<file path="src/rtl/arpc_pkg.sv">
// Shared types and constants of the ARP neighbour cache.
// Used by every file of the block; depends on nothing.

package arpc_pkg;

	localparam int CACHE_ENTRIES_DEF = 16;
	localparam int IP_W = 32;
	localparam int MAC_W = 48;
	localparam int CFG_W = 48;
	localparam int CFG_IDX_W = 2;
	localparam int QUEUE_DEPTH = 2;

	// configuration register indexes
	localparam logic [CFG_IDX_W-1:0] REG_LOCAL_ADDR = 2'd0;
	localparam logic [CFG_IDX_W-1:0] REG_SUBNET_MASK = 2'd1;
	localparam logic [CFG_IDX_W-1:0] REG_ROUTER_MAC = 2'd2;

	// request action codes
	localparam logic ACT_LOOKUP = 1'b0;
	localparam logic ACT_LEARN = 1'b1;

	typedef enum logic [1:0] {
		OP_LOOKUP = 2'd0,
		OP_ROUTER = 2'd1,
		OP_LEARN = 2'd2
	} op_t;

	typedef struct packed {
		op_t op;
		logic [IP_W-1:0] ip;
		logic [MAC_W-1:0] mac;
	} job_t;

	typedef struct packed {
		logic full;
		logic empty;
	} q_stat_t;

	typedef struct packed {
		logic hit;
		logic [MAC_W-1:0] mac_out;
		logic via_router;
		logic request_needed;
	} result_t;

endpackage

</file>
<file path="src/rtl/arpc_req_if.sv">
// Request channel of the ARP neighbour cache: valid/ready plus one request.
// Depends on arpc_pkg.

interface arpc_req_if;
	logic valid;
	logic ready;
	logic action;
	logic [arpc_pkg::IP_W-1:0] ip_addr;
	logic [arpc_pkg::MAC_W-1:0] mac_addr;

	modport source (output valid, action, ip_addr, mac_addr, input ready);
	modport sink (input valid, action, ip_addr, mac_addr, output ready);
endinterface

</file>
<file path="src/rtl/arpc_rsp_if.sv">
// Result channel of the ARP neighbour cache: valid/ready plus one result.
// Depends on arpc_pkg.

interface arpc_rsp_if;
	logic valid;
	logic ready;
	logic hit;
	logic [arpc_pkg::MAC_W-1:0] mac_out;
	logic via_router;
	logic request_needed;

	modport source (output valid, hit, mac_out, via_router, request_needed, input ready);
	modport sink (input valid, hit, mac_out, via_router, request_needed, output ready);
endinterface

</file>
<file path="src/rtl/arpc_front.sv">
// Front end: configuration registers, request accept and subnet classification.
// Depends on arpc_pkg and arpc_req_if.

module arpc_front (
	input  logic                           clk,
	input  logic                           arst_n,
	arpc_req_if.sink                       req,
	input  logic                           cfg_we,
	input  logic [arpc_pkg::CFG_IDX_W-1:0] cfg_index,
	input  logic [arpc_pkg::CFG_W-1:0]     cfg_wdata,
	input  arpc_pkg::q_stat_t              q_stat,
	output logic                           push,
	output arpc_pkg::job_t                 push_data
);

	logic [arpc_pkg::IP_W-1:0]  local_addr_q;
	logic [arpc_pkg::IP_W-1:0]  subnet_mask_q;
	logic [arpc_pkg::MAC_W-1:0] router_mac_q;
	logic                       off_net;

	always_ff @(posedge clk or negedge arst_n) begin
		if (!arst_n) begin
			local_addr_q <= '0;
			subnet_mask_q <= '0;
			router_mac_q <= '0;
		end else if (cfg_we) begin
			unique case (cfg_index)
				arpc_pkg::REG_LOCAL_ADDR: local_addr_q <= cfg_wdata[arpc_pkg::IP_W-1:0];
				arpc_pkg::REG_SUBNET_MASK: subnet_mask_q <= cfg_wdata[arpc_pkg::IP_W-1:0];
				arpc_pkg::REG_ROUTER_MAC: router_mac_q <= cfg_wdata[arpc_pkg::MAC_W-1:0];
				default: ;
			endcase
		end
	end

	assign req.ready = !q_stat.full;
	assign push = req.valid && !q_stat.full;
	assign off_net = (req.ip_addr & subnet_mask_q) != (local_addr_q & subnet_mask_q);

	always_comb begin
		push_data.ip = req.ip_addr;
		push_data.mac = req.mac_addr;
		if (req.action == arpc_pkg::ACT_LEARN) begin
			push_data.op = arpc_pkg::OP_LEARN;
		end else if (off_net) begin
			// answer is fixed now: carry the router MAC down the queue
			push_data.op = arpc_pkg::OP_ROUTER;
			push_data.mac = router_mac_q;
		end else begin
			push_data.op = arpc_pkg::OP_LOOKUP;
		end
	end

endmodule

</file>
<file path="src/rtl/arpc_queue.sv">
// Short job queue between front end and cache engine.
// Depends on arpc_pkg.

module arpc_queue (
	input  logic              clk,
	input  logic              arst_n,
	input  logic              push,
	input  arpc_pkg::job_t    push_data,
	input  logic              pop,
	output arpc_pkg::job_t    pop_data,
	output arpc_pkg::q_stat_t stat
);

	localparam int PTR_W = $clog2(arpc_pkg::QUEUE_DEPTH);
	localparam int CNT_W = $clog2(arpc_pkg::QUEUE_DEPTH + 1);

	arpc_pkg::job_t     slot_q [arpc_pkg::QUEUE_DEPTH];
	logic [PTR_W-1:0]   wr_ptr_q;
	logic [PTR_W-1:0]   rd_ptr_q;
	logic [CNT_W-1:0]   cnt_q;

	assign stat.full = cnt_q == CNT_W'(arpc_pkg::QUEUE_DEPTH);
	assign stat.empty = cnt_q == '0;
	assign pop_data = slot_q[rd_ptr_q];

	always_ff @(posedge clk) begin
		if (push) begin
			slot_q[wr_ptr_q] <= push_data;
		end
	end

	always_ff @(posedge clk or negedge arst_n) begin
		if (!arst_n) begin
			wr_ptr_q <= '0;
			rd_ptr_q <= '0;
			cnt_q <= '0;
		end else begin
			if (push) begin
				wr_ptr_q <= (wr_ptr_q == PTR_W'(arpc_pkg::QUEUE_DEPTH - 1)) ? '0 : wr_ptr_q + 1'b1;
			end
			if (pop) begin
				rd_ptr_q <= (rd_ptr_q == PTR_W'(arpc_pkg::QUEUE_DEPTH - 1)) ? '0 : rd_ptr_q + 1'b1;
			end
			if (push && !pop) begin
				cnt_q <= cnt_q + 1'b1;
			end else if (pop && !push) begin
				cnt_q <= cnt_q - 1'b1;
			end
		end
	end

endmodule

</file>
<file path="src/rtl/arpc_back.sv">
// Cache engine: entry memory, valid bits and ages, scan sequencer, result register.
// Depends on arpc_pkg and arpc_rsp_if.

module arpc_back #(
	parameter int CACHE_ENTRIES = arpc_pkg::CACHE_ENTRIES_DEF
) (
	input  logic              clk,
	input  logic              arst_n,
	input  arpc_pkg::q_stat_t q_stat,
	input  arpc_pkg::job_t    pop_data,
	output logic              pop,
	arpc_rsp_if.source        rsp
);

	localparam int IDX_W = (CACHE_ENTRIES > 1) ? $clog2(CACHE_ENTRIES) : 1;
	localparam int AGE_W = IDX_W;
	localparam int CNT_W = $clog2(CACHE_ENTRIES + 1);
	localparam int ENT_W = arpc_pkg::IP_W + arpc_pkg::MAC_W;

	typedef enum logic [2:0] {
		ST_IDLE = 3'b001,
		ST_SCAN = 3'b010,
		ST_FINISH = 3'b100
	} state_t;

	state_t                     state_q;
	arpc_pkg::job_t             job_q;
	logic [ENT_W-1:0]           mem_q [CACHE_ENTRIES];
	logic [ENT_W-1:0]           rd_data_s1;
	logic                       rd_vld_s1;
	logic [IDX_W-1:0]           rd_idx_s1;
	logic [IDX_W-1:0]           iss_q;
	logic                       iss_done_q;
	logic [CACHE_ENTRIES-1:0]   valid_q;
	logic [AGE_W-1:0]           age_q [CACHE_ENTRIES];
	logic [CNT_W-1:0]           count_q;
	logic                       found_q;
	logic [arpc_pkg::MAC_W-1:0] fmac_q;
	logic                       slot_found_q;
	logic [IDX_W-1:0]           slot_q;
	logic [IDX_W-1:0]           old_q;
	logic                       out_vld_q;
	arpc_pkg::result_t          res_q;

	logic [arpc_pkg::IP_W-1:0]  rd_ip;
	logic [arpc_pkg::MAC_W-1:0] rd_mac;
	logic                       cur_v;
	logic [AGE_W-1:0]           cur_age;
	logic                       scan_act;
	logic                       is_learn;
	logic                       drop;
	logic                       take_hit;
	logic                       take_slot;
	logic                       full;
	logic [IDX_W-1:0]           ins_idx;
	logic                       out_free;
	logic                       commit;
	arpc_pkg::result_t          res_d;

	assign rd_ip = rd_data_s1[ENT_W-1:arpc_pkg::MAC_W];
	assign rd_mac = rd_data_s1[arpc_pkg::MAC_W-1:0];
	assign cur_v = valid_q[rd_idx_s1];
	assign cur_age = age_q[rd_idx_s1];
	assign is_learn = job_q.op == arpc_pkg::OP_LEARN;
	assign scan_act = (state_q == ST_SCAN) && rd_vld_s1;
	assign drop = scan_act && is_learn && cur_v
		&& (rd_ip == job_q.ip || rd_mac == job_q.mac);
	assign take_hit = scan_act && (job_q.op == arpc_pkg::OP_LOOKUP) && cur_v
		&& (rd_ip == job_q.ip) && !found_q;
	// first entry left empty after its own drop check is the insert slot
	assign take_slot = scan_act && !(cur_v && !drop) && !slot_found_q;
	assign full = count_q == CNT_W'(CACHE_ENTRIES);
	assign ins_idx = full ? old_q : slot_q;
	assign out_free = !out_vld_q || rsp.ready;
	assign commit = (state_q == ST_FINISH) && out_free;
	assign pop = (state_q == ST_IDLE) && !q_stat.empty;

	always_comb begin
		res_d = '0;
		case (job_q.op)
			arpc_pkg::OP_ROUTER: begin
				res_d.hit = 1'b1;
				res_d.mac_out = job_q.mac;
				res_d.via_router = 1'b1;
			end
			arpc_pkg::OP_LOOKUP: begin
				res_d.hit = found_q;
				res_d.mac_out = found_q ? fmac_q : '0;
				res_d.request_needed = !found_q;
			end
			default: ;
		endcase
	end

	// entry memory: one write at insert, one registered read per cycle
	always_ff @(posedge clk) begin
		if (commit && is_learn) begin
			mem_q[ins_idx] <= {job_q.ip, job_q.mac};
		end
		rd_data_s1 <= mem_q[iss_q];
	end

	always_ff @(posedge clk) begin
		if (pop) begin
			job_q <= pop_data;
		end
		if (take_hit) begin
			fmac_q <= rd_mac;
		end
		if (take_slot) begin
			slot_q <= rd_idx_s1;
		end
		if (scan_act && cur_v && cur_age == AGE_W'(CACHE_ENTRIES - 1)) begin
			old_q <= rd_idx_s1;
		end
		if (commit) begin
			res_q <= res_d;
		end
	end

	always_ff @(posedge clk or negedge arst_n) begin
		if (!arst_n) begin
			state_q <= ST_IDLE;
			iss_q <= '0;
			iss_done_q <= 1'b0;
			rd_vld_s1 <= 1'b0;
			rd_idx_s1 <= '0;
			valid_q <= '0;
			for (int k = 0; k < CACHE_ENTRIES; k++) begin
				age_q[k] <= '0;
			end
			count_q <= '0;
			found_q <= 1'b0;
			slot_found_q <= 1'b0;
			out_vld_q <= 1'b0;
		end else begin
			if (commit) begin
				out_vld_q <= 1'b1;
			end else if (rsp.ready) begin
				out_vld_q <= 1'b0;
			end
			unique case (state_q)
				ST_IDLE: begin
					if (pop) begin
						iss_q <= '0;
						iss_done_q <= 1'b0;
						rd_vld_s1 <= 1'b0;
						found_q <= 1'b0;
						slot_found_q <= 1'b0;
						state_q <= (pop_data.op == arpc_pkg::OP_ROUTER) ? ST_FINISH : ST_SCAN;
					end
				end
				ST_SCAN: begin
					rd_vld_s1 <= !iss_done_q;
					rd_idx_s1 <= iss_q;
					if (!iss_done_q) begin
						iss_q <= iss_q + 1'b1;
						if (iss_q == IDX_W'(CACHE_ENTRIES - 1)) begin
							iss_done_q <= 1'b1;
						end
					end
					if (take_hit) begin
						found_q <= 1'b1;
					end
					if (take_slot) begin
						slot_found_q <= 1'b1;
					end
					if (drop) begin
						// drop entry, close the age gap it leaves
						valid_q[rd_idx_s1] <= 1'b0;
						count_q <= count_q - 1'b1;
						for (int k = 0; k < CACHE_ENTRIES; k++) begin
							if (valid_q[k] && age_q[k] > cur_age) begin
								age_q[k] <= age_q[k] - 1'b1;
							end
						end
					end
					if (scan_act && rd_idx_s1 == IDX_W'(CACHE_ENTRIES - 1)) begin
						state_q <= ST_FINISH;
					end
				end
				ST_FINISH: begin
					if (commit) begin
						state_q <= ST_IDLE;
						if (is_learn) begin
							// full table: the oldest entry is replaced in place
							for (int k = 0; k < CACHE_ENTRIES; k++) begin
								if (IDX_W'(k) == ins_idx) begin
									age_q[k] <= '0;
								end else if (valid_q[k]) begin
									age_q[k] <= age_q[k] + 1'b1;
								end
							end
							valid_q[ins_idx] <= 1'b1;
							if (!full) begin
								count_q <= count_q + 1'b1;
							end
						end
					end
				end
				default: state_q <= ST_IDLE;
			endcase
		end
	end

	assign rsp.valid = out_vld_q;
	assign rsp.hit = res_q.hit;
	assign rsp.mac_out = res_q.mac_out;
	assign rsp.via_router = res_q.via_router;
	assign rsp.request_needed = res_q.request_needed;

endmodule

</file>
<file path="src/rtl/arp_neighbour_cache_core.sv">
// ARP neighbour cache, top level: front end, job queue and cache engine.
// Depends on arpc_pkg, arpc_req_if, arpc_rsp_if, arpc_front, arpc_queue, arpc_back.
//
// Usage:
//   req  - request channel (valid/ready). action 0 looks up the next-hop MAC of
//          ip_addr, action 1 learns the pair ip_addr/mac_addr.
//   rsp  - result channel (valid/ready), exactly one result per request, in
//          request order. A learn answers with all fields zero.
//   cfg  - plain write port: cfg_we, cfg_index (0 local address, 1 subnet
//          mask, 2 router MAC), cfg_wdata. Write only while the block is idle.
// Requests are classified against the subnet when accepted and parked in a
// two-entry queue, so req stays ready while the engine is busy or the result
// register waits, until two requests wait in the queue. Off-subnet lookups
// skip the scan and go straight to the final step. Lookups and learns scan
// every entry through the entry memory, one read per cycle on the single
// memory read port. The engine takes the next request only when the last one
// has been committed to the result register.
// Reset clears the valid bits, ages and registers at once; no clearing pass.
// When rsp stalls the result holds, the engine waits in its final step and the
// queue keeps accepting until full.

module arp_neighbour_cache_core #(
	parameter int CACHE_ENTRIES = arpc_pkg::CACHE_ENTRIES_DEF
) (
	input  logic                           clk,
	input  logic                           arst_n,
	arpc_req_if.sink                       req,
	arpc_rsp_if.source                     rsp,
	input  logic                           cfg_we,
	input  logic [arpc_pkg::CFG_IDX_W-1:0] cfg_index,
	input  logic [arpc_pkg::CFG_W-1:0]     cfg_wdata
);

	arpc_pkg::q_stat_t q_stat;
	arpc_pkg::job_t    push_data;
	arpc_pkg::job_t    pop_data;
	logic              push;
	logic              pop;

	// accept and classify requests, hold configuration
	arpc_front u_front (
		.clk       (clk),
		.arst_n    (arst_n),
		.req       (req),
		.cfg_we    (cfg_we),
		.cfg_index (cfg_index),
		.cfg_wdata (cfg_wdata),
		.q_stat    (q_stat),
		.push      (push),
		.push_data (push_data)
	);

	// decouple front end from the scan engine
	arpc_queue u_queue (
		.clk       (clk),
		.arst_n    (arst_n),
		.push      (push),
		.push_data (push_data),
		.pop       (pop),
		.pop_data  (pop_data),
		.stat      (q_stat)
	);

	// scan the table, update it and drive the result register
	arpc_back #(
		.CACHE_ENTRIES (CACHE_ENTRIES)
	) u_back (
		.clk      (clk),
		.arst_n   (arst_n),
		.q_stat   (q_stat),
		.pop_data (pop_data),
		.pop      (pop),
		.rsp      (rsp)
	);

	// router answers are always hits with no request
	a_router_is_hit: assert property (@(posedge clk) disable iff (!arst_n)
		rsp.valid && rsp.via_router |-> rsp.hit && !rsp.request_needed)
		else $error("router result without hit");

	// a miss carries no MAC
	a_miss_no_mac: assert property (@(posedge clk) disable iff (!arst_n)
		rsp.valid && !rsp.hit |-> rsp.mac_out == '0 && !rsp.via_router)
		else $error("miss or learn result carries data");

	// request-needed never comes with a hit
	a_req_on_miss: assert property (@(posedge clk) disable iff (!arst_n)
		rsp.valid && rsp.request_needed |-> !rsp.hit)
		else $error("request flagged on a hit");

	// the engine pops only a filled queue
	a_pop_nonempty: assert property (@(posedge clk) disable iff (!arst_n)
		pop |-> !q_stat.empty)
		else $error("pop from empty queue");

endmodule

</file>
<file path="src/flat_wrapper.sv">
// flat-port wrapper written by rule: the top's interface ports become plain ports
module arp_neighbour_cache_core_flat 
#(
	parameter int CACHE_ENTRIES = arpc_pkg::CACHE_ENTRIES_DEF
)
  (clk, arst_n, cfg_we, cfg_index, cfg_wdata, req_valid, req_action, req_ip_addr, req_mac_addr, req_ready, rsp_valid, rsp_hit, rsp_mac_out, rsp_via_router, rsp_request_needed, rsp_ready);
  arpc_req_if req_i ();
  arpc_rsp_if rsp_i ();
  input  logic clk;
  input  logic arst_n;
  input  logic cfg_we;
  input  logic [arpc_pkg::CFG_IDX_W-1:0] cfg_index;
  input  logic [arpc_pkg::CFG_W-1:0] cfg_wdata;
  input wire logic [$bits(req_i.valid)-1:0] req_valid;
  input wire logic [$bits(req_i.action)-1:0] req_action;
  input wire logic [$bits(req_i.ip_addr)-1:0] req_ip_addr;
  input wire logic [$bits(req_i.mac_addr)-1:0] req_mac_addr;
  output wire logic [$bits(req_i.ready)-1:0] req_ready;
  output wire logic [$bits(rsp_i.valid)-1:0] rsp_valid;
  output wire logic [$bits(rsp_i.hit)-1:0] rsp_hit;
  output wire logic [$bits(rsp_i.mac_out)-1:0] rsp_mac_out;
  output wire logic [$bits(rsp_i.via_router)-1:0] rsp_via_router;
  output wire logic [$bits(rsp_i.request_needed)-1:0] rsp_request_needed;
  input wire logic [$bits(rsp_i.ready)-1:0] rsp_ready;
  assign req_i.valid = req_valid;
  assign req_i.action = req_action;
  assign req_i.ip_addr = req_ip_addr;
  assign req_i.mac_addr = req_mac_addr;
  assign req_ready = req_i.ready;
  assign rsp_valid = rsp_i.valid;
  assign rsp_hit = rsp_i.hit;
  assign rsp_mac_out = rsp_i.mac_out;
  assign rsp_via_router = rsp_i.via_router;
  assign rsp_request_needed = rsp_i.request_needed;
  assign rsp_i.ready = rsp_ready;
  arp_neighbour_cache_core #(.CACHE_ENTRIES(CACHE_ENTRIES)) u_core (.clk(clk), .arst_n(arst_n), .req(req_i), .rsp(rsp_i), .cfg_we(cfg_we), .cfg_index(cfg_index), .cfg_wdata(cfg_wdata));
endmodule
</file>
<file path="config.mk">
export PLATFORM = sky130hd
export DESIGN_NAME = arp_neighbour_cache_core_flat
export DESIGN_NICKNAME = d
export VERILOG_FILES = /design/src/rtl/arpc_pkg.sv /design/src/rtl/arpc_req_if.sv /design/src/rtl/arpc_rsp_if.sv /design/src/rtl/arpc_front.sv /design/src/rtl/arpc_queue.sv /design/src/rtl/arpc_back.sv /design/src/rtl/arp_neighbour_cache_core.sv /design/src/flat_wrapper.sv
export SDC_FILE = /design/constraint.sdc
export NUM_CORES = 2
export LEC_CHECK = 0
export BUFFER_PORTS_ARGS = -buffer_cell sky130_fd_sc_hd__buf_4
export CAP_MARGIN = 40
export CORE_MARGIN = 1.5
export CORE_UTILIZATION = 40
export DETAILED_ROUTE_END_ITERATION = 10
export GPL_TIMING_DRIVEN = 0
export SYNTH_ARGS = -nofsm -noshare
export SYNTH_HDL_FRONTEND = slang
export SYNTH_HIERARCHICAL = 1
export SYNTH_SLANG_ARGS = --single-unit
</file>
<file path="constraint.sdc">
create_clock -name clk -period 13.3 [get_ports clk]
set_clock_uncertainty 0.2 [all_clocks]
set_input_delay 0.665 -clock clk [delete_from_list [all_inputs] [get_ports clk]]
set_output_delay 0.665 -clock clk [all_outputs]
set_load 0.005 [all_outputs]
</file>
* Word level (Yosys, flattened, before mapping)
Memories as Yosys holds them, arrays and structs flattened. A register that Yosys moved wholly into a read port is not among the register bits.
Cells that the tools add are included.
** Word-level totals
- Register bits :: 406
- Memory bits (writable) :: 1444
- Output and inout port bits :: 53
- Memories kept :: 2
** Memories
- u_core.u_back.mem_q :: depth 16, width 80, read ports 1, clocked after Yosys merged registers in 1, wr ports 1, RTL line arpc_back.sv:28 : logic [ENT_W-1:0] mem_q [CACHE_ENTRIES];
- u_core.u_queue.slot_q :: depth 2, width 82, read ports 1, clocked after Yosys merged registers in 0, wr ports 1, RTL line arpc_queue.sv:17 : arpc_pkg::job_t slot_q [arpc_pkg::QUEUE_DEPTH];
** Cells by class
- Add/subtract/negate cells :: 39
- Magnitude comparators :: 21
- Equality and inequality tests :: 72
- Mux-type cells :: 105
- Bitwise operators :: 6
- Reductions and logical operators :: 84
** Operators by type and width (number)
- 4-bit two-way mux :: 53
- 64-bit two-way mux :: 3
- 48-bit two-way mux :: 3
- 64-bit case mux with 2 select lines :: 1
- 49-bit case mux with 2 select lines :: 1
- 6-bit AND reduction :: 16
- 4-bit by 1-bit adder with 4-bit output (second input constant) :: 17
- 32-bit AND :: 2
- 4-bit greater-than comparator :: 16
- 4-bit by 1-bit subtractor with 4-bit output (second input constant) :: 16
- 48-bit == test :: 1
- 16-bit two-way mux :: 3
- 3-bit by 2-bit != test with 1-bit output (second input constant) :: 16
- 1-bit logical AND :: 38
- 2-bit by 1-bit != test with 1-bit output (second input constant) :: 18
- 32-bit == test :: 1
- 4-bit == test (first input constant) :: 8
- 32-bit != test :: 1
- 16-bit case mux with 2 select lines :: 1
- 5-bit two-way mux :: 4
- 1-bit two-way mux :: 18
- 16-bit AND :: 1
- 4-bit binary-select mux with 4-bit select :: 1
- 3-bit by 4-bit == test with 1-bit output (first input constant) :: 4
- other kinds (38) :: 84

* Depth between registers and ports, before layout
- Depth after elaboration :: 12
- Gate-level depth with buffers :: 14
- Mapped depth without buffers :: 11

* By module
Netlist, hierarchy kept.
** By module, submodules not included
- arpc_back :: times used 1, cells an instance 3800, area each 66268.6 sq um, seq. area each 48242.5 sq um
- arpc_queue :: times used 1, cells an instance 271, area each 6453.7 sq um, seq. area each 5024.8 sq um
- arpc_front :: times used 1, cells an instance 380, area each 5432.7 sq um, seq. area each 2802.7 sq um

* Worst setup path before layout
No wires, ideal clock.
- Kind :: register -> register
- Start :: reg u_core.u_back.count_q[0]
- End :: mem u_core/u_back/mem_q[0][0] in the netlist's numbering (enable)
- Data arrival time :: 5838 ps
- Path slack :: 6716 ps
- Cell stages (with the launch flop) :: 9
- Clock period less this slack :: 6584 ps
- Path through :: dfrtp_1 -> or4b_1 -> buf_2 -> or2_1 -> buf_6 -> buf_6 -> o21ai_4 -> nand2_1 -> a21oi_1
** On the way
- Word-level cells in the longest chain between the ends :: 2
** Ends and longest elaborated chain
- start: declaration :: RTL line arpc_back.sv:36 : logic [CNT_W-1:0] count_q;
- start signal: assignment :: RTL line arpc_back.sv:171 : count_q <= count_q - 1'b1;
- start signal: assignment :: RTL line arpc_back.sv:196 : count_q <= count_q + 1'b1;
- 5-bit == test :: RTL line arpc_back.sv:72 : assign full = count_q == CNT_W'(CACHE_ENTRIES);
- 4-bit two-way mux :: RTL line arpc_back.sv:73 : assign ins_idx = full ? old_q : slot_q;
- end: declaration :: RTL line arpc_back.sv:28
No other way between the ends.

* Worst setup path in the final report
- Start :: reg u_core.u_back.rd_idx_s1[1]
- End :: reg u_core/u_back/age_q[39] in the netlist's numbering
** On the way
- Word-level cells in the longest chain between the ends :: 8
- Elaborated cells between the ends (all ways) :: 13
** Ends and longest elaborated chain
- start: declaration :: RTL line arpc_back.sv:31 : logic [IDX_W-1:0] rd_idx_s1;
- start signal: assignment :: RTL line arpc_back.sv:155 : rd_idx_s1 <= iss_q;
- 4-bit inverter with 5-bit output (implied by the code) :: RTL line arpc_back.sv:63 : assign cur_age = age_q[rd_idx_s1];
- 4-bit binary-select mux with 4-bit select :: RTL line arpc_back.sv:63
- 4-bit two-way mux (implied by the code) (2 in a row) :: RTL line arpc_back.sv:63
- 4-bit greater-than comparator :: RTL line arpc_back.sv:173 : if (valid_q[k] && age_q[k] > cur_age) begin
- 1-bit logical AND :: RTL line arpc_back.sv:173
- 2-bit by 1-bit != test with 1-bit output (no line)
- 6-bit AND reduction (no line) *
- end signal: indexed assignment :: RTL line arpc_back.sv:174 : age_q[k] <= age_q[k] - 1'b1;
- end signal: indexed assignment :: RTL line arpc_back.sv:191 : age_q[k] <= age_q[k] + 1'b1;
- end: declaration :: RTL line arpc_back.sv:35 : logic [AGE_W-1:0] age_q [CACHE_ENTRIES];
Every way passes the cells marked *; elsewhere a longest branch is shown, timed or not. The select of a mux whose other input is x is not followed.
A chain may end at the register's enable or synchronous reset.

==> flow_metrics.env <==
export IMPL_status="completed"
export IMPL_min_path_cells=3
export IMPL_drc=0
export IMPL_worstRegToRegCells=15
export IMPL_yosysMostFrequentCell="edfxtp_1"
export IMPL_die_area_um2=198000
export IMPL_fin_util=0.479
export IMPL_grt_use_total=0.217
export IMPL_combPwrFrac=0.194
export IMPL_grt_overflow=0
export IMPL_max_freq_mhz=178
export IMPL_final_nets=5348
export IMPL_regArea_um2=56100
export IMPL_drtAntennaViolNets=0
export IMPL_peakVddDrop_v=0.000158
export IMPL_timing_slew_headroom=0.377
export IMPL_cts_root_buf="clkbuf_16"
export IMPL_synth_cell_types=67
export IMPL_hp_class="primary input to register"
export IMPL_regToRegStartpoint="u_core/u_back/rd_idx_s1[1]"
export IMPL_pwr_share_seq=0.496
export IMPL_cts_buffers=194
export IMPL_core_um2=195000
export IMPL_fp_row_count=162
export IMPL_drv_slew=0
export IMPL_yosysWarningCount=6
export IMPL_finalHoldViolCount=0
export IMPL_fill_cells=16165
export IMPL_crit_cells=15
export IMPL_worst_r2r_endpoint="u_core/u_back/age_q[39]"
export IMPL_ys_seq_area_frac=0.717
export IMPL_drtIter0Drc=4528
export IMPL_syn_nets=4689
export IMPL_syn_area_per_cell_um2=17.6
export IMPL_drive_gt1_frac=0.243
export IMPL_numClockSinks=1930
export IMPL_swShare=0.294
export IMPL_grt_max_degree=106
export IMPL_cts_setup_buffers=0
export IMPL_die_y_um=445
export IMPL_finalCriticalPeriod_ns=5.61
export IMPL_initial_utilization=0.402
export IMPL_cpMaxStageDelayCell="clkbuf_1"
export IMPL_drv_cap=0
export IMPL_routed_wl_um=217000
export IMPL_tightest_slew_ns=0.932
export IMPL_ff2ff_setup_slack_ns=7.69
export IMPL_p_leak_nw=31.8
export IMPL_dp_hpwl_um=148000
export IMPL_holdBufCountCts=130
export IMPL_first_pass_iters=6
export IMPL_crit_fanout=10
export IMPL_synth_area_leaders="edfxtp_1 63%, dfrtp_1 6.9%, mux4_2 5.3%"
export IMPL_fin_setup_tns_ns=0
export IMPL_synth_ff_latch_count=1930
export IMPL_critPathKind="register to register"
export IMPL_path_buf_inv=5
export IMPL_required_ns=13.81
export IMPL_clockBufferDepth=3
export IMPL_path_common_cell="clkbuf_1"
export IMPL_multi_input_area_um2=20800
export IMPL_powerDensity_nw_per_um2=187
export IMPL_htreeDepth=4
export IMPL_place_congestion=0.852
export IMPL_synth_flop_cell="edfxtp_1"
export IMPL_synth_top_area_share=0.627
export IMPL_netlist_area_um2=78200
export IMPL_critPathMaxStageDelay_ns=0.63
export IMPL_synth_enable_flop_cells=1633
export IMPL_rsz0062_at_grt="no"
export IMPL_insertion_delay_ns=0.86
export IMPL_viasPerCell=5.67
export IMPL_setup_worst_path_end_class="register"
export IMPL_antenna_found_initial=7
export IMPL_cts_clk_slew_worst_paths_ns=0.07
export IMPL_num_io_pins=189
export IMPL_crit_family="buffers and inverters"
export IMPL_async_flop_share=0.112
export IMPL_areaGrowthSynthToFinish_pct=19.1
export IMPL_fin_crit_sh=0.422
export IMPL_synth_largest_area_cell="edfxtp_1"
export IMPL_portBuffers=188
export IMPL_grt_pass1_wl_um=311000
export IMPL_synthTopCellsByCount="1633 x edfxtp_1, 272 x mux2_2, 258 x mux2i_1, 239 x o21ai_0, 216 x dfrtp_1"
export IMPL_setup_violations=0
export IMPL_wl_per_cell_um=27.7
export IMPL_min_from="rsp_ready"
export IMPL_internal_power_mw=12.3
export IMPL_crit_chain="clkbuf_1, clkbuf_1, clkbuf_1, mux4_2, mux4_2, inv_1, buf_8, ha_1, nor2b_1, o21a_1, o21a_1, o21ai_0, a21oi_2, nand2_2, mux2_4"
export IMPL_min_to="u_core/u_back/rsp.valid"
export IMPL_dr_total_vias=44351
export IMPL_die_x_um=445
export IMPL_power_switching_mw=5.12
export IMPL_arrival_ns=6.12
export IMPL_cts_resized=0
export IMPL_cts_tree="built"
export IMPL_clockPowerShare=0.310
export IMPL_grt_pass1_vias=44141
export IMPL_synthCells=4451
export IMPL_startpoint_type="register"
worst min-delay path, delay by kind of cell:
family	cells	cell delay (ns)
buffers and inverters	1	0.08
AND/OR/NAND/NOR	2	0.35
stage by stage:
step	std cells	area, um2	setup WS (ns)	hold WS, ns	total power [mW]
after global routing	7822	93100	7.54	0.0842	18.0
after global placement	7181	82700	0.110	0.232	11.9
final	7828	93100	7.69	0.103	17.4
after floorplan	4451	78200	6.72	0.169	10.4
after CTS	7822	93100	7.77	0.0383	17.6
after detailed placement	7326	85500	7.80	0.236	12.1
state kept, by name, indices dropped and copies added, names as in the netlist, 16 cells and up:
signal,flops
u_core/u_back/valid_q,16
u_core/u_front/local_addr_q,32
u_core/u_back/rsp.mac_out,48
u_core/u_back/fmac_q,48
u_core/u_front/router_mac_q,48
u_core/u_back/age_q,64
u_core/u_queue/slot_q,164
u_core/u_back/mem_q,1280
u_core/u_back/rd_data_s1,80
u_core/u_back/job_q,82
u_core/u_front/subnet_mask_q,32
worst max-delay path by stage:
stage                                      end                        from  slack, ns
finish                 u_core/u_back/age_q[39]  u_core/u_back/rd_idx_s1[1]       7.69
floorplan            u_core/u_back/mem_q[0][0]    u_core/u_back/count_q[0]       6.72
detailed placement     u_core/u_back/age_q[39]  u_core/u_back/rd_idx_s1[1]       7.80
global route           u_core/u_back/age_q[43]  u_core/u_back/rd_idx_s1[1]       7.54
global placement    u_core/u_back/mem_q[0][10]    u_core/u_back/state_q[1]       0.11
CTS                    u_core/u_back/age_q[39]  u_core/u_back/rd_idx_s1[1]       7.77
routing by layer:
metal | wire length [um] | track usage | vias up | share of wire
li1 | - | - | 19071 | -
met1 | 88600 | 0.290 | 23212 | 0.41
met2 | 106000 | 0.359 | 1705 | 0.49
met3 | 14200 | 0.0305 | 355 | 0.065
met4 | 8320 | 0.0860 | 8 | 0.038
met5 | 48 | 0 | - | 0.00022
area by class of cell:
class / count / share of cell area
inverters: 53 / 0.00219
clock inverters: 98 / 0.0105
well taps: 2542 / 0.0342
clock buffers: 268 / 0.0571
plain buffers: 238 / 0.0128
repair buffers: 463 / 0.0572
diodes: 6 / 0.000161
multi-input cells: 2230 / 0.224
flip-flops and latches: 1930 / 0.602
power by group through the flow:
| stage | Combinational (mW) | Clock (mW) | Sequential [mW] |
|---|---|---|---|
| after floorplan | 1.99 | 0 | 8.40 |
| after global placement | 3.15 | 0 | 8.75 |
| after detailed placement | 3.37 | 0 | 8.76 |
| after CTS | 3.42 | 5.49 | 8.64 |
| after global routing | 3.55 | 5.72 | 8.74 |
| final | 3.39 | 5.40 | 8.63 |
cells by family after synthesis:
| kind of cell | after synthesis | share of synthesized area |
|---|---|---|
| AO/OA/AOI/OAI | 785 | 0.0670 |
| XOR/XNOR | 122 | 0.0137 |
| adder cells (fa/ha/maj) | 102 | 0.0164 |
| AND/OR/NAND/NOR | 421 | 0.0259 |
| buffers and inverters | 291 | 0.0177 |
| multiplexers | 800 | 0.142 |
| flip-flops | 1930 | 0.717 |
cells in the final DEF, fill, tap and decap left out, drive strengths merged, types with 13 or more instances in the layout:
| master | synthesis | routed |
|---|---|---|
| dfxtp | 80 | 80 |
| dlygate4sd3 | 0 | 130 |
| ha | 101 | 101 |
| o21ai | 252 | 252 |
| o2bb2ai | 13 | 13 |
| edfxtp | 1633 | 1633 |
| clkinv | 0 | 74 |
| inv | 53 | 64 |
| nand2 | 174 | 174 |
| xor2 | 38 | 38 |
| a31oi | 52 | 52 |
| o211ai | 18 | 18 |
| buf | 97 | 430 |
| a221oi | 86 | 86 |
| mux2 | 357 | 357 |
| mux4 | 184 | 184 |
| a21oi | 147 | 147 |
| nand2b | 16 | 16 |
| nor2 | 81 | 81 |
| nor2b | 31 | 31 |
| a22o | 58 | 58 |
| a22oi | 100 | 100 |
| dfrtp | 216 | 216 |
| xnor2 | 84 | 84 |
| clkbuf | 141 | 409 |
| o21a | 18 | 18 |
| mux2i | 259 | 259 |
| nand4 | 42 | 42 |
No activity file was read; power rests on OpenSTA's default activity.
